<file path="config.mk">
export PLATFORM = sky130hd
export DESIGN_NAME = mr3_front
export DESIGN_NICKNAME = d
export VERILOG_FILES = /design/src/design/matrix_rotate_3x3_core_macros.svh /design/src/design/mr3_pkg.sv /design/src/design/mr3_front.sv
export SDC_FILE = /design/constraint.sdc
export NUM_CORES = 2
export LEC_CHECK = 0
export BUFFER_PORTS_ARGS = -buffer_cell sky130_fd_sc_hd__buf_2
export CAP_MARGIN = 20
export CELL_PAD_IN_SITES_DETAIL_PLACEMENT = 1
export CELL_PAD_IN_SITES_GLOBAL_PLACEMENT = 1
export CORE_MARGIN = 8
export CORE_UTILIZATION = 46
export CTS_CLUSTER_DIAMETER = 30
export CTS_CLUSTER_SIZE = 20
export DETAILED_ROUTE_END_ITERATION = 6
export PLACE_DENSITY_LB_ADDON = 0.12
export SETUP_SLACK_MARGIN = 0.4
export SYNTH_ARGS = -nofsm -noshare
export SYNTH_HDL_FRONTEND = slang
export SYNTH_SLANG_ARGS = --single-unit
</file>
<file path="constraint.sdc">
create_clock -name clk -period 39.4 [get_ports clk]
set_input_delay 1.97 -clock clk [delete_from_list [all_inputs] [get_ports clk]]
set_output_delay 1.97 -clock clk [all_outputs]
set_load 0.01 [all_outputs]
</file>
<file path="src/design/matrix_rotate_3x3_core_macros.svh">
// ---------------------------------------------------------------------------
// matrix_rotate_3x3_core_macros
// Concurrent assertion macros used by the rotate core queue module.
// ---------------------------------------------------------------------------
`ifndef MATRIX_ROTATE_3X3_CORE_MACROS_SVH
`define MATRIX_ROTATE_3X3_CORE_MACROS_SVH

// expression must never be true outside reset
`define MR3_ASSERT_NEVER(lbl, expr) \
  lbl: assert property (@(posedge clk) disable iff (rst) !(expr)) \
    else $error("mr3 assertion failed: forbidden condition");

// antecedent in one cycle implies consequent in the next
`define MR3_ASSERT_NEXT(lbl, ante, cons) \
  lbl: assert property (@(posedge clk) disable iff (rst) (ante) |=> (cons)) \
    else $error("mr3 assertion failed: next-cycle implication");

`endif

</file>
<file path="src/design/mr3_pkg.sv">
// ---------------------------------------------------------------------------
// mr3_pkg
// Shared constants, types and tables of the 3x3 matrix rotate core.
// ---------------------------------------------------------------------------
package mr3_pkg;

  localparam int unsigned TRIG_ITERATIONS = 16;
  localparam int unsigned ATAN_ENTRIES    = 24;
  localparam int unsigned CORDIC_STAGES   =
    (TRIG_ITERATIONS < ATAN_ENTRIES) ? TRIG_ITERATIONS : ATAN_ENTRIES;

  localparam int unsigned WORD_W    = 32;
  localparam int unsigned MAT_WORDS = 9;
  localparam int unsigned MAT_W     = WORD_W * MAT_WORDS;
  localparam int unsigned IN_W      = WORD_W + MAT_W;

  localparam logic signed [31:0] CORDIC_GAIN = 32'sd652032874;

  // 360 deg in Q16.16 is 45 * 2^19
  localparam int unsigned DEG_DIV        = 45;
  localparam logic [13:0] HI_OFFSET      = 14'd4140;
  localparam logic [14:0] RECIP_HI       = 15'd23302;
  localparam int unsigned RECIP_HI_SHIFT = 20;
  localparam logic [19:0] RECIP_LO       = 20'd745655;
  localparam int unsigned RECIP_LO_SHIFT = 25;
  localparam logic [4:0]  BAM_BIAS       = 5'd22;

  localparam int unsigned QUEUE_DEPTH = 4;
  localparam int unsigned QPTR_W      = $clog2(QUEUE_DEPTH);
  localparam int unsigned QCNT_W      = $clog2(QUEUE_DEPTH + 1);

  typedef enum logic [1:0] {
    QUAD_0   = 2'd0,
    QUAD_90  = 2'd1,
    QUAD_180 = 2'd2,
    QUAD_270 = 2'd3
  } quad_t;

  typedef struct packed {
    quad_t              quad;
    logic signed [31:0] resid;
    logic [MAT_W-1:0]   mat;
  } qitem_t;

  typedef struct packed {
    logic full;
    logic empty;
  } qstat_t;

  typedef logic [31:0] base_tab_t [DEG_DIV];
  typedef logic [5:0]  rem_tab_t  [DEG_DIV];

  function automatic base_tab_t make_base_tab();
    base_tab_t t;
    for (int i = 0; i < DEG_DIV; i++) begin
      t[i] = 32'((longint'(i) << 32) / DEG_DIV);
    end
    return t;
  endfunction

  function automatic rem_tab_t make_rem_tab();
    rem_tab_t t;
    for (int i = 0; i < DEG_DIV; i++) begin
      t[i] = 6'((longint'(i) << 32) % DEG_DIV);
    end
    return t;
  endfunction

  // floor(m * 2^32 / 45) and its remainder
  localparam base_tab_t BAM_BASE = make_base_tab();
  localparam rem_tab_t  BAM_REM  = make_rem_tab();

  function automatic logic signed [31:0] atan_bam(int unsigned idx);
    logic signed [31:0] v;
    case (idx)
      0:  v = 32'sd536870912;
      1:  v = 32'sd316933406;
      2:  v = 32'sd167458907;
      3:  v = 32'sd85004756;
      4:  v = 32'sd42667331;
      5:  v = 32'sd21354465;
      6:  v = 32'sd10679838;
      7:  v = 32'sd5340245;
      8:  v = 32'sd2670163;
      9:  v = 32'sd1335087;
      10: v = 32'sd667544;
      11: v = 32'sd333772;
      12: v = 32'sd166886;
      13: v = 32'sd83443;
      14: v = 32'sd41722;
      15: v = 32'sd20861;
      16: v = 32'sd10430;
      17: v = 32'sd5215;
      18: v = 32'sd2608;
      19: v = 32'sd1304;
      20: v = 32'sd652;
      21: v = 32'sd326;
      22: v = 32'sd163;
      default: v = 32'sd81;
    endcase
    return v;
  endfunction

endpackage

</file>
<file path="src/design/mr3_front.sv">
// ---------------------------------------------------------------------------
// mr3_front
// Input stage: reduces the angle to a binary angle and splits it into
// quadrant and residual, five pipeline stages feeding the queue.
// ---------------------------------------------------------------------------
module mr3_front (
  input  logic                       clk,
  input  logic                       rst,
  input  logic                       in_valid,
  output logic                       in_ready,
  input  logic [mr3_pkg::IN_W-1:0]   in_data,
  input  mr3_pkg::qstat_t            q_stat,
  output logic                       push,
  output mr3_pkg::qitem_t            push_item
);

  logic                      en;
  logic                      v1, v2, v3, v4, v5;
  logic [31:0]               ang_s1;
  logic [mr3_pkg::MAT_W-1:0] mat_s1, mat_s2, mat_s3, mat_s4, mat_s5;
  logic [13:0]               hu, hu_s2;
  logic [28:0]               ph;
  logic [38:0]               pl;
  logic [7:0]                qh_s2;
  logic [18:0]               lo_s2;
  logic [13:0]               b_s2, b_s3, b_s4;
  logic [13:0]               m_full;
  logic [18:0]               c_full;
  logic [5:0]                m_s3, c_s3;
  logic [18:0]               n_s4;
  logic [31:0]               base_s4;
  logic [38:0]               pn;
  logic [31:0]               bam_s5;
  logic [31:0]               tq;

  assign en       = !(v5 && q_stat.full);
  assign in_ready = en;

  always_ff @(posedge clk) begin
    if (rst) begin
      v1 <= 1'b0;
      v2 <= 1'b0;
      v3 <= 1'b0;
      v4 <= 1'b0;
      v5 <= 1'b0;
    end else if (en) begin
      v1 <= in_valid;
      v2 <= v1;
      v3 <= v2;
      v4 <= v3;
      v5 <= v4;
    end
  end

  assign hu = {ang_s1[31], ang_s1[31:19]} + mr3_pkg::HI_OFFSET;
  assign ph = 29'(hu) * 29'(mr3_pkg::RECIP_HI);
  assign pl = 39'(ang_s1[18:0]) * 39'(mr3_pkg::RECIP_LO);

  assign m_full = hu_s2 - 14'(qh_s2) * 14'(mr3_pkg::DEG_DIV);
  assign c_full = lo_s2 - 19'(b_s2) * 19'(mr3_pkg::DEG_DIV);

  assign pn = 39'(n_s4) * 39'(mr3_pkg::RECIP_LO);

  always_ff @(posedge clk) begin
    if (en) begin
      ang_s1  <= in_data[31:0];
      mat_s1  <= in_data[mr3_pkg::IN_W-1:32];
      hu_s2   <= hu;
      qh_s2   <= ph[mr3_pkg::RECIP_HI_SHIFT +: 8];
      lo_s2   <= ang_s1[18:0];
      b_s2    <= pl[mr3_pkg::RECIP_LO_SHIFT +: 14];
      mat_s2  <= mat_s1;
      m_s3    <= m_full[5:0];
      c_s3    <= c_full[5:0];
      b_s3    <= b_s2;
      mat_s3  <= mat_s2;
      n_s4    <= {c_s3, 13'b0} + 19'(mr3_pkg::BAM_BIAS) + 19'(mr3_pkg::BAM_REM[m_s3]);
      base_s4 <= mr3_pkg::BAM_BASE[m_s3];
      b_s4    <= b_s3;
      mat_s4  <= mat_s3;
      bam_s5  <= base_s4 + 32'({b_s4, 13'b0}) + 32'(pn[mr3_pkg::RECIP_LO_SHIFT +: 14]);
      mat_s5  <= mat_s4;
    end
  end

  // round to nearest quadrant, keep the signed residual
  assign tq   = bam_s5 + 32'h2000_0000;
  assign push = v5 && !q_stat.full;

  always_comb begin
    push_item.quad  = mr3_pkg::quad_t'(tq[31:30]);
    push_item.resid = $signed(32'({2'b00, tq[29:0]}) - 32'h2000_0000);
    push_item.mat   = mat_s5;
  end

endmodule

</file>
[After elaboration in Yosys (flattened, before gate mapping)]
Memories as Yosys holds them, arrays and structs flattened. A register that Yosys moved wholly into a read port is not among the register bits.
Index checks and enable logic that the tools add are counted.
Storage, ports and cells
  bits in registers: 1602
  ROM bits: 2432
  input port bits: 325
  logic and storage cells: 46
  memories: 2
Cells by class
  add/sub/neg operators: 9
  $mul: 5
  $lt $le $gt $ge: 1
  multiplexer cells: 2
  bitwise logic cells: 1
  reduce and logical (&&, ||, !) cells: 5
Memories
  (name not given): depth 64, width 32, read ports 1, clocked after memory_dff 1, write ports 0, RTL line mr3_front.sv:78  | base_s4 <= mr3_pkg::BAM_BASE[m_s3];
  (name not given): depth 64, width 6, read ports 1, clocked after memory_dff 0, write ports 0, RTL line mr3_front.sv:77  | n_s4 <= {c_s3, 13'b0} + 19'(mr3_pkg::BAM_BIAS) + 19'(mr3_pkg::BAM_REM[m_s3]);
Operators with widths (count)
  19-bit by 20-bit multiplier with 39-bit output (second input constant): 2
  32-bit by 14-bit adder with 32-bit output: 1
  32-bit by 27-bit adder with 32-bit output: 1
  32-bit by 30-bit adder with 32-bit output (second input constant): 1
  30-bit by 30-bit subtractor with 31-bit output (second input constant): 1
  14-bit by 14-bit multiplier with 27-bit output (second input constant): 1
  19-bit by 5-bit adder with 19-bit output (second input constant): 1
  19-bit by 6-bit adder with 19-bit output: 1
  14-bit by 13-bit adder with 14-bit output (second input constant): 1
  14-bit by 6-bit multiplier with 6-bit output (second input constant): 1
  6-bit two-way mux: 2
  6-bit subtractor: 2
  8-bit by 6-bit multiplier with 6-bit output (second input constant): 1
  7-bit greater-or-equal comparator (second input constant): 1
  6-bit NOT with 7-bit output: 1
  1-bit logical NOT: 3
  1-bit logical AND: 2

[Depth between registers and ports, before layout]
  depth in word-level cells: 5
  gate-level depth with buffers: 34
  gate-level depth less buffers: 34

[Least setup slack after synthesis]
No wires, ideal clock.
  path kind: input to register
  start: input q_stat[1] (netlist bit)
  end: register ang_s1[0] (enable)
  library setup time: 10979 ps
  data arrival time: 28007 ps
  setup slack: 414 ps
  cell stages on the path: 1
  buffers on the path: 0
  cell sequence: nand2_1
Between the ends
  word-level cells in the longest chain between the ends: 1
Ends and longest elaborated chain
  start, declared: RTL line mr3_front.sv:12  | input mr3_pkg::qstat_t q_stat,
  1-bit logical AND: RTL line mr3_front.sv:36  | assign en = !(v5 && q_stat.full);
  end signal, assigned: RTL line mr3_front.sv:66  | ang_s1 <= in_data[31:0];
  end, declared: RTL line mr3_front.sv:19  | logic [31:0] ang_s1;
No other way between the ends.
A chain may end at the register's enable or synchronous reset.

[Worst setup path after layout]
  start: register n_s4[16]
  end: register bam_s5[31] (data pin)
Between the ends
  word-level cells in the longest chain between the ends: 2
Ends and longest elaborated chain
  start, declared: RTL line mr3_front.sv:30  | logic [18:0] n_s4;
  start signal, assigned: RTL line mr3_front.sv:77
  19-bit by 20-bit multiplier with 39-bit output: RTL line mr3_front.sv:62  | assign pn = 39'(n_s4) * 39'(mr3_pkg::RECIP_LO);
  32-bit by 14-bit adder with 32-bit output: RTL line mr3_front.sv:81  | bam_s5 <= base_s4 + 32'({b_s4, 13'b0}) + 32'(pn[mr3_pkg::RECIP_LO_SHIFT +: 14]);
  end signal, assigned: RTL line mr3_front.sv:81
  end, declared: RTL line mr3_front.sv:33  | logic [31:0] bam_s5;
No other way between the ends.

==> flow_summary.ini <==
[logic_synthesis]
yosysWarnings = 0
synth_ff_type = edfxtp_1
synth_fa_ha_area_share_pct = 16.3
synth_cells = 3455
ys_top_cells_by_area = edfxtp_1 (74%), ha_1 (9.0%), fa_1 (7.3%)
netlist_area_um2 = 64900
synth-simple-area-share_pct = 1.72
yosysTopAreaCell = edfxtp_1
synth_top_area_share_pct = 74.1
synth_xor_area_share_pct = 1.46
syn_nets = 4484
synth-seq-cells = 1605
synth_mux_area_share_pct = 0.0849
syn_avg_cell_area_um2 = 18.8
synth_top_family_by_area = adder cells
async_reset_ff_share_pct = 0
synth_compound_area_share_pct = 3.13
synth_edf_count = 1600
synth_cell_type_count = 72
ys_seq_area_share_pct = 74.2

[clocking]
htree_levels = 5
cts_num_sinks = 1605
cts_buffer_depth = 4
root_buffer = clkbuf_16
postCtsSetupRepairBufs = 0
postCtsHoldBufs = 0
cts.repair.resized = 0
cts_tree = done
clk_pin_slew_ns = 0.05
clk-insertion-delay-late_ns = 0.91
cts_buffers = 333

[critical_path]
setup.worst_path.class = register to register
r2r_start = n_s4[16]$_DFFE_PN_
end_kind = register
cp_common_cell = fa_1
crit_required_ns = 39.96
crit_fanout = 5
critPathMaxStageDelay_ns = 0.58
crit_path_top_delay_cell = fa_1
critPathArrivalTime_ns = 9.53
startpoint = n_s4[16]$_DFFE_PN_
startpoint_type = register

[timing]
grt_setup_unrepaired = false
period_minus_slack_ns = 8.97
drv_slew = 0
hold_viol = 0
setup_ws_ns = 30.43
finalSetupViolations = 0
slew_headroom_pct = 28.1
setup_tns_ns = 0
tightest_slew_ns = 1.08
fin_skew_ns = 0.0980
finalCritPeriodShare_pct = 22.8
max_clock_freq_ghz = 0.111

[route]
drc = 0
routedWlPerCell_um = 20.4
antenna_left = 0
dr.pass1.iters = 5
drt_iter0_drc = 1338
routed_wl_mm = 134
routed_via_density = 4.77
via_count = 31346

[floorplan]
die-area_um2 = 153000
die-width_um = 392
io_pins = 649
initial_core_util_pct = 46.1
core_area_um2 = 141000
fp-row-count = 138
die_y_um = 392

[global_route]
groute.usage.overall_pct = 17.3
overflow = 0
antenna_found_initial = 35
grt_pass1_vias = 34729
grt_pass1_wl_mm = 201
grt_max_degree = 187

[hold_path]
min-delay-start = mat_s2[221]$_DFFE_PN_
min_path_type = register to register

[placement]
gp_congestion = 0.790
place_ws_ns = 30.43
io_buffer_count = 647
dp_hpwl_mm = 93.6

[final_layout]
fin_nets = 5442
final_cell_mix = edfxtp_1 (1600), buf_2 (647), ha_1 (469), inv_1 (452), clkbuf_16 (338)
layout_commonest_cell = edfxtp_1
area_growth_pct = 25.2
fill_cells = 12742
drive_gt1_share_pct = 25.5

[job]
maxCapViolCount = 0

[status]
status = completed
sequential cells by signal (all words and copies together) (netlist names), 32 cells and up:
| name | cells |
|---|---|
| mat_s2 | 288 |
| bam_s5 | 32 |
| mat_s4 | 288 |
| ang_s1 | 32 |
| mat_s1 | 288 |
| mat_s3 | 288 |
| mat_s5 | 288 |
area by class of cell:
cell class	count	area [um2]	area share (%)
sequential	1605	48100	59.3
multi-input combinational	1348	14700	18.1
antenna	11	27.5	0.0339
timing repair buffer	672	3440	4.23
inverter	453	1700	2.09
clock inverter	202	2140	2.64
clock buffer	384	8650	10.7
tap	1890	2360	2.91
logic make-up (layout without fill, tap and decap cells):
logic type / Yosys count / after routing
adder cells (fa/ha/maj): 704 / 704
other: 0 / 11
buffers and inverters: 502 / 1711
AND/OR/NAND/NOR: 227 / 227
multiplexers: 5 / 5
flip-flops: 1605 / 1605
XOR/XNOR: 108 / 108
AO/OA/AOI/OAI: 304 / 304
Yosys cell counts, types with 2 or more instances:
master and number:
and2_1 3, or3_1 6, o211ai_1 13, a31oi_1 14, a31o_1 2, nand3_1 19
dfxtp_1 5, nor2b_1 13, nor3b_1 4, edfxtp_1 1600, buf_4 32, inv_1 452
o21bai_1 13, o2111ai_2 2, o22ai_1 2, o21ai_0 46, nand4_1 11, and3_1 7
o2111ai_1 2, a211oi_1 23, o21a_1 7, nor2_1 60, nand2_1 60, a21o_1 53
and4_1 6, and2b_1 2, xnor2_1 85, o31ai_1 3, a21oi_1 87, nand2b_1 8
clkbuf_1 15, o31a_1 2, a31o_2 2, or2_2 3, ha_1 469, o221ai_1 4
mux2_2 4, xor2_1 23, a211o_1 3, fa_1 235, o21ai_1 5, a221oi_1 3
nor3_1 18
final timing paths:
| path | endpoint | slack (ns) | depth (start not counted) |
|---|---|---|---|
| worst max-delay path | bam_s5[31]$_DFFE_PN_ | 30.43 | 28 |
| worst min-delay path | mat_s3[221]$_DFFE_PN_ | 0.35 | 0 |
| worst max register to register | bam_s5[31]$_DFFE_PN_ | 30.43 | 28 |
| worst min register to register | mat_s3[221]$_DFFE_PN_ | 0.35 | 0 |
per-layer routing:
metal	vias up	wire length (um)	global-route usage [%]	part of all wire, %
met3	298	7420	4.52	5.5
li1	14742	-	-	-
met4	0	4640	7.00	3.5
met2	776	69800	30.6	52
met5	-	0	0	0
met1	15530	52100	20.0	39
stage by stage:
stage                     instances  hold slack (ns)  instance area, um2  util, %
after floorplan                3455            0.400               64900        -
after global placement         5968            0.400               70400     50.0
after detailed placement       5968            0.405               70400     50.0
after CTS                      6554            0.346               81200     57.7
after global routing           6562            0.352               81200     57.7
final                          6565            0.347               81200     57.7
worst max-delay path, delay by kind of cell, from the launching register on:
kind | cells | cell delay [ns]
xor gates and xnor gates | 1 | 0.15
DFF | 1 | 0.51
and+or+nand+nor | 4 | 0.99
adders and majority gates | 9 | 4.19
buffers and inverters | 2 | 0.12
AOI/OAI and AO/OA | 12 | 2.70
Power is not shown: default switching activity piles up to over one toggle a cycle in this logic, so the estimate is an artifact.
